### src/design/mdisp_pkg.sv
// Shared types and constants of the midpoint displacement noise unit.
package mdisp_pkg;

  localparam int unsigned LOG2_SEGMENTS = 5;
  localparam int unsigned NSEG          = 1 << LOG2_SEGMENTS;
  localparam int unsigned NPTS          = NSEG + 1;
  localparam int unsigned IDX_W         = LOG2_SEGMENTS + 1;
  localparam int unsigned LVL_W         = $clog2(LOG2_SEGMENTS + 1);
  localparam int unsigned STACK_CAP     = LOG2_SEGMENTS + 1;
  localparam int unsigned SP_W          = $clog2(STACK_CAP + 1);
  localparam int unsigned VAL_W         = 24;
  localparam int unsigned FRAC_W        = 16;
  localparam int unsigned CFG_IDX_W     = 1;

  localparam logic signed [VAL_W-1:0] DISP_MIN_RESET = 24'sd0;
  localparam logic signed [VAL_W-1:0] DISP_MAX_RESET = 24'sd25600;

  typedef enum logic {
    MODE_START    = 1'b0,
    MODE_FRACTION = 1'b1
  } mode_e;

  typedef enum logic [1:0] {
    STATUS_OK    = 2'd0,
    STATUS_RANGE = 2'd1,
    STATUS_IDLE  = 2'd2
  } status_e;

  typedef enum logic [CFG_IDX_W-1:0] {
    CFG_DISP_MIN = 1'b0,
    CFG_DISP_MAX = 1'b1
  } cfg_idx_e;

  typedef enum logic [2:0] {
    ST_IDLE,
    ST_READ_B,
    ST_CALC,
    ST_WR_LEFT,
    ST_WR_RIGHT
  } state_e;

  typedef struct packed {
    logic                     mode;
    logic signed [VAL_W-1:0]  left_value;
    logic signed [VAL_W-1:0]  right_value;
    logic        [FRAC_W-1:0] random_fraction;
  } in_word_t;

  typedef struct packed {
    logic        [IDX_W-1:0] point_index;
    logic signed [VAL_W-1:0] point_value;
    logic        [1:0]       status;
    logic                    last_point;
  } out_word_t;

  typedef struct packed {
    logic [IDX_W-1:0] first;
    logic [LVL_W-1:0] level;
  } interval_t;

endpackage

### src/design/midpoint_displacement_1d_unit.sv
// Top level of the one-dimensional midpoint displacement noise unit.
//
// This unit builds a midpoint displacement curve over 2^LOG2_SEGMENTS + 1 points in
// signed Q16.8. A start word (mode 0) loads both endpoints and returns two result
// words, point 0 and the last point. Each fraction word (mode 1) fills the next
// midpoint in depth-first order: the mean of its interval's endpoints plus
// (min + fraction/65536 * (max - min)) / 2^level, rounded toward minus infinity and
// saturated. A fraction word with no interval pending returns an idle status; any
// other word seen while min is above max returns a range status and drops the curve.
// Points live in a 33-entry store with one write and one registered read port; the
// pending intervals sit on a small stack of flip-flops. A fraction word that fills a
// midpoint passes ST_READ_B and ST_CALC for the two endpoint reads on the read
// port; a start word passes ST_WR_LEFT and ST_WR_RIGHT for the two endpoint
// writes on the write port; a status-only word leads to ST_IDLE. Results leave
// through a four-word output queue, so words keep coming in while results wait and
// the queue has room. Configuration writes are expected only while the unit is idle.
module midpoint_displacement_1d_unit (
  input  logic                                  clk_i,
  input  logic                                  rst_ni,
  input  logic                                  in_valid_i,
  output logic                                  in_stall_o,
  input  mdisp_pkg::in_word_t                   in_word_i,
  output logic                                  out_valid_o,
  input  logic                                  out_stall_i,
  output mdisp_pkg::out_word_t                  out_word_o,
  input  logic                                  cfg_we_i,
  input  logic [mdisp_pkg::CFG_IDX_W-1:0]       cfg_idx_i,
  input  logic [mdisp_pkg::VAL_W-1:0]           cfg_data_i
);

  localparam int unsigned IDX_W   = mdisp_pkg::IDX_W;
  localparam int unsigned LVL_W   = mdisp_pkg::LVL_W;
  localparam int unsigned SP_W    = mdisp_pkg::SP_W;
  localparam int unsigned VAL_W   = mdisp_pkg::VAL_W;
  localparam int unsigned FRAC_W  = mdisp_pkg::FRAC_W;
  localparam int unsigned RANGE_W = VAL_W + 1;
  localparam int unsigned PROD_W  = FRAC_W + 1 + RANGE_W;
  localparam int unsigned D_W     = PROD_W + 1;
  // The scaled displacement is shifted by at least 16, so this width holds it
  // together with the endpoint sum.
  localparam int unsigned SUM_W   = D_W - FRAC_W + 1;
  localparam int unsigned SH_W    = $clog2(FRAC_W + mdisp_pkg::LOG2_SEGMENTS + 1);
  localparam int unsigned FIFO_DEPTH = 4;
  localparam int unsigned FPTR_W  = $clog2(FIFO_DEPTH);
  localparam int unsigned FCNT_W  = $clog2(FIFO_DEPTH + 1);

  localparam logic signed [SUM_W-2:0] SAT_HI = (SUM_W-1)'(8388607);
  localparam logic signed [SUM_W-2:0] SAT_LO = -(SUM_W-1)'(8388608);

  // Configuration registers.
  logic signed [VAL_W-1:0] disp_min_q;
  logic signed [VAL_W-1:0] disp_max_q;

  always_ff @(posedge clk_i or negedge rst_ni) begin
    if (!rst_ni) begin
      disp_min_q <= mdisp_pkg::DISP_MIN_RESET;
      disp_max_q <= mdisp_pkg::DISP_MAX_RESET;
    end else if (cfg_we_i) begin
      unique case (mdisp_pkg::cfg_idx_e'(cfg_idx_i))
        mdisp_pkg::CFG_DISP_MIN: disp_min_q <= cfg_data_i;
        mdisp_pkg::CFG_DISP_MAX: disp_max_q <= cfg_data_i;
      endcase
    end
  end

  mdisp_pkg::state_e state_q, state_d;

  // Interval stack.
  mdisp_pkg::interval_t stack_q [mdisp_pkg::STACK_CAP];
  mdisp_pkg::interval_t stack_d [mdisp_pkg::STACK_CAP];
  logic [SP_W-1:0]      sp_q, sp_d;

  // Output queue.
  mdisp_pkg::out_word_t fifo_q [FIFO_DEPTH];
  logic [FPTR_W-1:0]    wr_ptr_q, rd_ptr_q;
  logic [FCNT_W-1:0]    count_q;

  // Work registers of the midpoint in flight.
  logic [FRAC_W-1:0]        frac_q;
  logic [LVL_W-1:0]         lvl_q;
  logic [IDX_W-1:0]         mid_q, last_q;
  logic                     lp_q;
  logic signed [VAL_W-1:0]  a_q;
  logic signed [PROD_W-1:0] prod_q;
  logic signed [VAL_W-1:0]  left_q, right_q;

  // Store ports.
  logic                    ram_we;
  logic [IDX_W-1:0]        ram_waddr, ram_raddr;
  logic [VAL_W-1:0]        ram_wdata, ram_rdata;
  logic                    fwd_q;
  logic [VAL_W-1:0]        fwd_data_q;
  logic signed [VAL_W-1:0] rd_data;

  mdisp_ram #(
    .WIDTH (VAL_W),
    .DEPTH (mdisp_pkg::NPTS)
  ) u_point_store (
    .clk_i   (clk_i),
    .we_i    (ram_we),
    .waddr_i (ram_waddr),
    .wdata_i (ram_wdata),
    .raddr_i (ram_raddr),
    .rdata_o (ram_rdata)
  );

  // A write and a read of the same entry at one edge return the new data.
  always_ff @(posedge clk_i) begin
    fwd_q      <= ram_we && (ram_waddr == ram_raddr);
    fwd_data_q <= ram_wdata;
  end

  assign rd_data = fwd_q ? fwd_data_q : ram_rdata;

  // Decode of the word at the input.
  logic                 accept, is_start, range_err, has_work, splits;
  logic [SP_W-1:0]      top_idx;
  mdisp_pkg::interval_t top;
  logic [IDX_W-1:0]     half, mid, last_idx;
  logic [SP_W-1:0]      sp_work;
  logic                 ready;

  assign accept    = in_valid_i && !in_stall_o;
  assign is_start  = in_word_i.mode == mdisp_pkg::MODE_START;
  assign range_err = disp_min_q > disp_max_q;
  assign has_work  = sp_q != '0;
  assign top_idx   = has_work ? sp_q - SP_W'(1) : '0;
  assign top       = stack_q[top_idx];
  assign half      = IDX_W'(mdisp_pkg::NSEG) >> top.level;
  assign mid       = top.first + half;
  assign last_idx  = top.first + (half << 1);
  assign splits    = top.level < LVL_W'(mdisp_pkg::LOG2_SEGMENTS);
  assign sp_work   = splits ? sp_q + SP_W'(1) : sp_q - SP_W'(1);

  // Next state.
  always_comb begin
    state_d = state_q;
    unique case (state_q)
      mdisp_pkg::ST_IDLE:     state_d = mdisp_pkg::ST_IDLE;
      mdisp_pkg::ST_READ_B:   state_d = mdisp_pkg::ST_CALC;
      mdisp_pkg::ST_CALC:     state_d = mdisp_pkg::ST_IDLE;
      mdisp_pkg::ST_WR_LEFT:  state_d = mdisp_pkg::ST_WR_RIGHT;
      mdisp_pkg::ST_WR_RIGHT: state_d = mdisp_pkg::ST_IDLE;
      default:                state_d = mdisp_pkg::ST_IDLE;
    endcase
    if (accept) begin
      if (is_start) begin
        state_d = range_err ? mdisp_pkg::ST_IDLE : mdisp_pkg::ST_WR_LEFT;
      end else if (has_work && !range_err) begin
        state_d = mdisp_pkg::ST_READ_B;
      end else begin
        state_d = mdisp_pkg::ST_IDLE;
      end
    end
  end

  // Midpoint arithmetic. The product is registered in ST_READ_B, ahead of the shift,
  // add and saturation in ST_CALC.
  logic signed [RANGE_W-1:0] disp_range;
  logic signed [PROD_W-1:0]  prod_d;
  logic signed [D_W-1:0]     disp_full, disp_shift;
  logic [SH_W-1:0]           shift_amt;
  logic signed [SUM_W-1:0]   mid_sum;
  logic signed [SUM_W-2:0]   mid_half;
  logic signed [VAL_W-1:0]   mid_value;

  assign disp_range = {disp_max_q[VAL_W-1], disp_max_q} - {disp_min_q[VAL_W-1], disp_min_q};
  assign prod_d     = $signed({1'b0, frac_q}) * disp_range;
  assign disp_full  = ({{(D_W-VAL_W){disp_min_q[VAL_W-1]}}, disp_min_q} <<< FRAC_W)
                      + {prod_q[PROD_W-1], prod_q};
  assign shift_amt  = SH_W'(FRAC_W - 1) + SH_W'(lvl_q);
  assign disp_shift = disp_full >>> shift_amt;
  assign mid_sum    = {{(SUM_W-VAL_W){a_q[VAL_W-1]}}, a_q}
                      + {{(SUM_W-VAL_W){rd_data[VAL_W-1]}}, rd_data}
                      + disp_shift[SUM_W-1:0];
  assign mid_half   = mid_sum[SUM_W-1:1];

  always_comb begin
    if (mid_half > SAT_HI) begin
      mid_value = SAT_HI[VAL_W-1:0];
    end else if (mid_half < SAT_LO) begin
      mid_value = SAT_LO[VAL_W-1:0];
    end else begin
      mid_value = mid_half[VAL_W-1:0];
    end
  end

  // State outputs: store port control and input readiness.
  logic [FCNT_W:0] room_need;

  always_comb begin
    ram_we    = 1'b0;
    ram_waddr = mid_q;
    ram_wdata = mid_value;
    ram_raddr = top.first;
    ready     = 1'b0;
    unique case (state_q)
      mdisp_pkg::ST_IDLE: begin
        ready = 1'b1;
      end
      mdisp_pkg::ST_READ_B: begin
        ram_raddr = last_q;
      end
      mdisp_pkg::ST_CALC: begin
        ram_we = 1'b1;
        ready  = 1'b1;
      end
      mdisp_pkg::ST_WR_LEFT: begin
        ram_we    = 1'b1;
        ram_waddr = '0;
        ram_wdata = left_q;
      end
      mdisp_pkg::ST_WR_RIGHT: begin
        ram_we    = 1'b1;
        ram_waddr = IDX_W'(mdisp_pkg::NSEG);
        ram_wdata = right_q;
        ready     = 1'b1;
      end
      default: begin
        ready = 1'b0;
      end
    endcase
  end

  // Room for two more results beside the midpoint that may still be in flight.
  assign room_need  = {1'b0, count_q} + (FCNT_W+1)'(state_q == mdisp_pkg::ST_CALC)
                      + (FCNT_W+1)'(2);
  assign in_stall_o = !(ready && (room_need <= (FCNT_W+1)'(FIFO_DEPTH)));

  // Stack update on an accepted word.
  logic lp_d;

  always_comb begin
    stack_d = stack_q;
    sp_d    = sp_q;
    lp_d    = 1'b0;
    if (accept) begin
      if (is_start) begin
        sp_d = '0;
        if (!range_err) begin
          stack_d[0].first = '0;
          stack_d[0].level = LVL_W'(1);
          sp_d             = SP_W'(1);
        end
      end else if (!has_work || range_err) begin
        sp_d = '0;
      end else begin
        sp_d = sp_work;
        lp_d = sp_work == '0;
        if (splits) begin
          // Right half below, left half on top: the left half is done first.
          stack_d[top_idx].first = mid;
          stack_d[top_idx].level = top.level + LVL_W'(1);
          if (sp_q < SP_W'(mdisp_pkg::STACK_CAP)) begin
            stack_d[sp_q].first = top.first;
            stack_d[sp_q].level = top.level + LVL_W'(1);
          end
        end
      end
    end
  end

  // Result words pushed this cycle, oldest first.
  mdisp_pkg::out_word_t push_word [3];
  logic [1:0]           n_push;
  logic                 pop;

  always_comb begin
    for (int k = 0; k < 3; k++) begin
      push_word[k] = '0;
    end
    n_push = '0;
    if (state_q == mdisp_pkg::ST_CALC) begin
      push_word[0].point_index = mid_q;
      push_word[0].point_value = mid_value;
      push_word[0].status      = mdisp_pkg::STATUS_OK;
      push_word[0].last_point  = lp_q;
      n_push                   = 2'd1;
    end
    if (accept) begin
      if (is_start && !range_err) begin
        push_word[n_push].point_value          = in_word_i.left_value;
        push_word[n_push].status               = mdisp_pkg::STATUS_OK;
        push_word[n_push + 2'd1].point_index   = IDX_W'(mdisp_pkg::NSEG);
        push_word[n_push + 2'd1].point_value   = in_word_i.right_value;
        push_word[n_push + 2'd1].status        = mdisp_pkg::STATUS_OK;
        n_push                                 = n_push + 2'd2;
      end else if (is_start || (has_work && range_err)) begin
        push_word[n_push].status = mdisp_pkg::STATUS_RANGE;
        n_push                   = n_push + 2'd1;
      end else if (!has_work) begin
        push_word[n_push].status = mdisp_pkg::STATUS_IDLE;
        n_push                   = n_push + 2'd1;
      end
    end
  end

  assign out_valid_o = count_q != '0;
  assign out_word_o  = fifo_q[rd_ptr_q];
  assign pop         = out_valid_o && !out_stall_i;

  always_ff @(posedge clk_i or negedge rst_ni) begin
    if (!rst_ni) begin
      state_q  <= mdisp_pkg::ST_IDLE;
      sp_q     <= '0;
      wr_ptr_q <= '0;
      rd_ptr_q <= '0;
      count_q  <= '0;
    end else begin
      state_q  <= state_d;
      sp_q     <= sp_d;
      wr_ptr_q <= wr_ptr_q + FPTR_W'(n_push);
      rd_ptr_q <= rd_ptr_q + FPTR_W'(pop);
      count_q  <= count_q + FCNT_W'(n_push) - FCNT_W'(pop);
    end
  end

  always_ff @(posedge clk_i) begin
    stack_q <= stack_d;
    for (int k = 0; k < 3; k++) begin
      if (2'(k) < n_push) begin
        fifo_q[wr_ptr_q + FPTR_W'(k)] <= push_word[k];
      end
    end
    if (accept) begin
      frac_q  <= in_word_i.random_fraction;
      lvl_q   <= top.level;
      mid_q   <= mid;
      last_q  <= last_idx;
      lp_q    <= lp_d;
      left_q  <= in_word_i.left_value;
      right_q <= in_word_i.right_value;
    end
    if (state_q == mdisp_pkg::ST_READ_B) begin
      a_q    <= rd_data;
      prod_q <= prod_d;
    end
  end

  // The output queue never holds more words than it has entries.
  assert property (@(posedge clk_i) disable iff (!rst_ni)
    count_q <= FCNT_W'(FIFO_DEPTH))
    else $error("output queue overflow");

  // The stack never grows past its capacity.
  assert property (@(posedge clk_i) disable iff (!rst_ni)
    sp_q <= SP_W'(mdisp_pkg::STACK_CAP))
    else $error("interval stack overflow");

  // The second endpoint read is always followed by the midpoint write.
  assert property (@(posedge clk_i) disable iff (!rst_ni)
    (state_q == mdisp_pkg::ST_READ_B) |=> (state_q == mdisp_pkg::ST_CALC))
    else $error("midpoint sequence broken");

  // A midpoint lies strictly inside the curve and is never an endpoint.
  assert property (@(posedge clk_i) disable iff (!rst_ni)
    (state_q == mdisp_pkg::ST_CALC) |->
      (mid_q != '0) && (mid_q < IDX_W'(mdisp_pkg::NSEG)))
    else $error("midpoint index out of range");

endmodule

### src/design/mdisp_ram.sv
// Generic simple dual-port RAM: one write port, one registered read port.
module mdisp_ram #(
  parameter int unsigned WIDTH = 24,
  parameter int unsigned DEPTH = 33
) (
  input  logic                     clk_i,
  input  logic                     we_i,
  input  logic [$clog2(DEPTH)-1:0] waddr_i,
  input  logic [WIDTH-1:0]         wdata_i,
  input  logic [$clog2(DEPTH)-1:0] raddr_i,
  output logic [WIDTH-1:0]         rdata_o
);

  logic [WIDTH-1:0] mem_q [DEPTH];
  logic [WIDTH-1:0] rdata_q;

  always_ff @(posedge clk_i) begin
    if (we_i) begin
      mem_q[waddr_i] <= wdata_i;
    end
    rdata_q <= mem_q[raddr_i];
  end

  assign rdata_o = rdata_q;

endmodule

### config.mk
export PLATFORM = sky130hd
export DESIGN_NAME = midpoint_displacement_1d_unit
export DESIGN_NICKNAME = d
export VERILOG_FILES = /design/src/design/mdisp_pkg.sv /design/src/design/midpoint_displacement_1d_unit.sv /design/src/design/mdisp_ram.sv
export SDC_FILE = /design/constraint.sdc
export NUM_CORES = 2
export LEC_CHECK = 0
export BUFFER_PORTS_ARGS = -buffer_cell sky130_fd_sc_hd__buf_4
export CELL_PAD_IN_SITES_DETAIL_PLACEMENT = 1
export CELL_PAD_IN_SITES_GLOBAL_PLACEMENT = 1
export CORE_MARGIN = 5
export CORE_UTILIZATION = 35
export CTS_CLUSTER_SIZE = 40
export DETAILED_ROUTE_END_ITERATION = 16
export PLACE_DENSITY = 0.56
export SLEW_MARGIN = 20
export SYNTH_ARGS = -nofsm -noshare
export SYNTH_HDL_FRONTEND = slang
export SYNTH_SLANG_ARGS = --single-unit
### constraint.sdc
create_clock -name clk_i -period 12.54 [get_ports clk_i]
set_input_delay 1.881 -clock clk_i [delete_from_list [all_inputs] [get_ports clk_i]]
set_output_delay 1.881 -clock clk_i [all_outputs]
set_load 0.01 [all_outputs]
==> results.yml <==
global_routing:
  top_usage_layer: "met2"
  antenna_found_initial: 10
  overflow: 0
  grt_pass1_vias: 55810
  grt_pass1_wl_um: 371700
  track_usage_pct: 22.47
  use_met1_pct: 31.59
  grtUsageMet2_pct: 37.04
  met3_usage_pct: 2.769
  grt_max_degree: 155
clock_network:
  cts_root_buffer: "clkbuf_16"
  numCtsBuffers: 146
  clk_latency_ps: 820
  ctsHoldBuffers: 0
  cts_max_path_buffers: 3
  htreeDepth: 4
  cts.sinks: 1234
  clkTransAtPathRegs_ps: 50
  cts_tree: "done"
  cts_resized: 0
  postCtsSetupRepairBufs: 0
floorplan:
  rows: 168
  design.portCount: 130
  fp.dieW_um: 468.0
  initial_utilization_pct: 35.10
  die_h_um: 468.0
  core_mm2: 0.2092
  die_area_mm2: 0.2190
routing:
  wirelength_um: 248900
  drc: 0
  routedWlPerCell_um: 25.84
  drt.antenna.violating_nets: 0
  first_pass_iters: 5
  num_vias: 52920
  vias_per_cell: 5.494
  drtIter0Drc: 3961
timing:
  setup_viol: 0
  finalClockSkew_ps: 61.12
  fin_crit_ps: 10470
  hold_violations: 0
  worst_pin_slew_ps: 1153
  layout_worst_path_cycle_share_pct: 83.51
  rsz0062_at_grt: "false"
  max_freq_ghz: 0.09550
  max_slew_margin_pct: 22.92
  slew_viol_final: 0
  setup_tns_ps: 0
cells_and_area:
  drive_gt1_share_pct: 11.35
  synthToLayoutAreaGrowth_pct: 13.08
  multiInputGateArea_mm2: 0.03406
  nets: 7436
  nFillCells: 22590
  seq_area_mm2: 0.03626
worst_setup_path:
  cp.required_ps: 13050
  r2r_slack_ps: 2070
  critPathKind: "reg2reg"
  cp-end-kind: "flop"
  cp_data_arrival_time_ps: 10990
  crit_path_max_incr_delay_ps: 540
  cp_slowest_cell: "fa_1"
  cp_max_fo: 16
  start_kind: "flop"
  worst_path_most_repeated_cell: "a21o_1"
synth:
  ys_warn_count: 0
  syn_inst: 6688
  syn_avg_cell_area_um2: 10.98
  synth_top_area_share_pct: 45.98
  synth-edff-count: 1124
  yosys.area.top_type: "edfxtp_1"
  synth-seq-cells: 1234
  synthFlopType: "edfxtp_1"
  ys_top_cells_by_area: "edfxtp_1 46%, fa_1 11%, nand2_1 6.7%, ha_1 4.0%, inv_1 2.8%"
  synth_cell_types: 94
  seq_area_frac_synth_pct: 49.40
  synth_nets: 7414
  syn_area_mm2: 0.07341
  ys_async_sr_fraction_pct: 4.943
run_status:
  outcome: "finished, final reports clean"
worst_hold_path:
  hp-class: "reg2reg"
placement:
  io_buffer_count: 129
  place_congestion: 0.8287
  dp_hpwl_um: 160700
run:
  drv_cap: 0
## synthesized netlist by cell type, drive strengths merged (116+ instances only)
library cell and instances:
nor2 263, and2 146, a311oi 147, ha 233, nand3 304, o21ai 173, a21oi 289, inv 552
edfxtp 1124, nand2 1314, clkbuf 335, fa 398, and3 116
## registers in the layout, summed over array words and instances, names as in the netlist, 6 cells and up
register,count
a_q,24
u_point_store.mem_q,792
fwd_data_q,24
u_point_store.rdata_o,24
disp_min_q,24
mid_q,6
prod_q,42
stack_q,54
disp_max_q,24
right_q,24
fifo_q,132
frac_q,16
left_q,24
last_q,6
## per-layer routing
metal | vias to the layer above | wire (um) | part of all wire, %
met5 | - | 41 | 0.016
li1 | 23740 | - | -
met2 | 1231 | 117500 | 47
met3 | 343 | 11260 | 4.5
met1 | 27600 | 114400 | 46
met4 | 6 | 5742 | 2.3
## area by class of cell
cell class | count | area share [%]
diodes | 6 | 0.01809
clock buffers | 183 | 4.743
clock inverters | 76 | 0.8998
inverters | 554 | 2.508
multi-input cells | 4483 | 41.02
flip-flops and latches | 1234 | 43.69
well taps | 2805 | 4.228
repair buffers | 291 | 2.891
## cell usage in the layout (no fill, tap or decap), types with 36 or more instances in the layout
cell / Yosys / routed
mux2_2: 70 / 68
a311oi_1: 147 / 147
mux2i_1: 54 / 48
dfxtp_1: 49 / 49
edfxtp_1: 1124 / 1124
buf_4: 1 / 278
o21ai_0: 165 / 144
a21oi_1: 266 / 265
fa_1: 398 / 398
nor2_1: 263 / 226
inv_1: 551 / 550
and2_1: 146 / 146
o221ai_1: 73 / 73
a21o_1: 62 / 62
xnor2_1: 111 / 110
nor3_1: 42 / 38
a31oi_1: 68 / 68
dfrtp_1: 58 / 57
nor2_4: 0 / 36
a211oi_1: 47 / 47
ha_1: 233 / 232
nand3_1: 304 / 304
and3_1: 116 / 115
nand2_1: 1314 / 1314
clkbuf_16: 0 / 150
mux4_2: 40 / 40
a22oi_1: 111 / 111
## metrics by stage
step / cells / setup slack (ps) / cell area, um^2 / hold slack [ps] / util [%]
floorplan: 6688 / 3201 / 73410 / 461.3 / -
global placement: 9359 / 2297 / 78100 / 452.2 / 37.34
detailed placement: 9362 / 2116 / 78170 / 482.5 / 37.38
CTS: 9621 / 2063 / 82860 / 493.5 / 39.62
global route: 9627 / 1562 / 83000 / 510.4 / 39.68
finish: 9632 / 2068 / 83010 / 484.1 / 39.69
## final timing paths
path                       depth (start not counted)     endpoint     startpoint
max                                               41   prod_q[37]  disp_max_q[0]
min                                                1  rd_ptr_q[1]    rd_ptr_q[1]
max reg2reg                                       41   prod_q[37]  disp_max_q[0]
min reg2reg                                        1  rd_ptr_q[1]    rd_ptr_q[1]
max in group asynchronous                          1  rd_ptr_q[0]         rst_ni
min in group asynchronous                          1      sp_q[0]         rst_ni
## cells by family after synthesis
kind of cell | synth area share (%)
multiplexers | 3.037
XOR/XNOR | 1.730
adder cells (fa/ha/maj) | 14.82
flip-flops | 49.40
buffers and inverters | 5.062
AND/OR/NAND/NOR | 13.82
AO/OA/AOI/OAI | 12.13
## critical path: cells and delay by family, from the launching register on
kind	cells	cell delay, ps
AO/OA/AOI/OAI	21	4580
XOR/XNOR	2	240
adder cells (fa/ha/maj)	9	3970
buffers and inverters	6	590
flip-flops	1	370
AND/OR/NAND/NOR	3	480
Power is left out: the tool's default activity adds up to more than one toggle a clock period on the data nets, which glitch-free logic cannot reach.
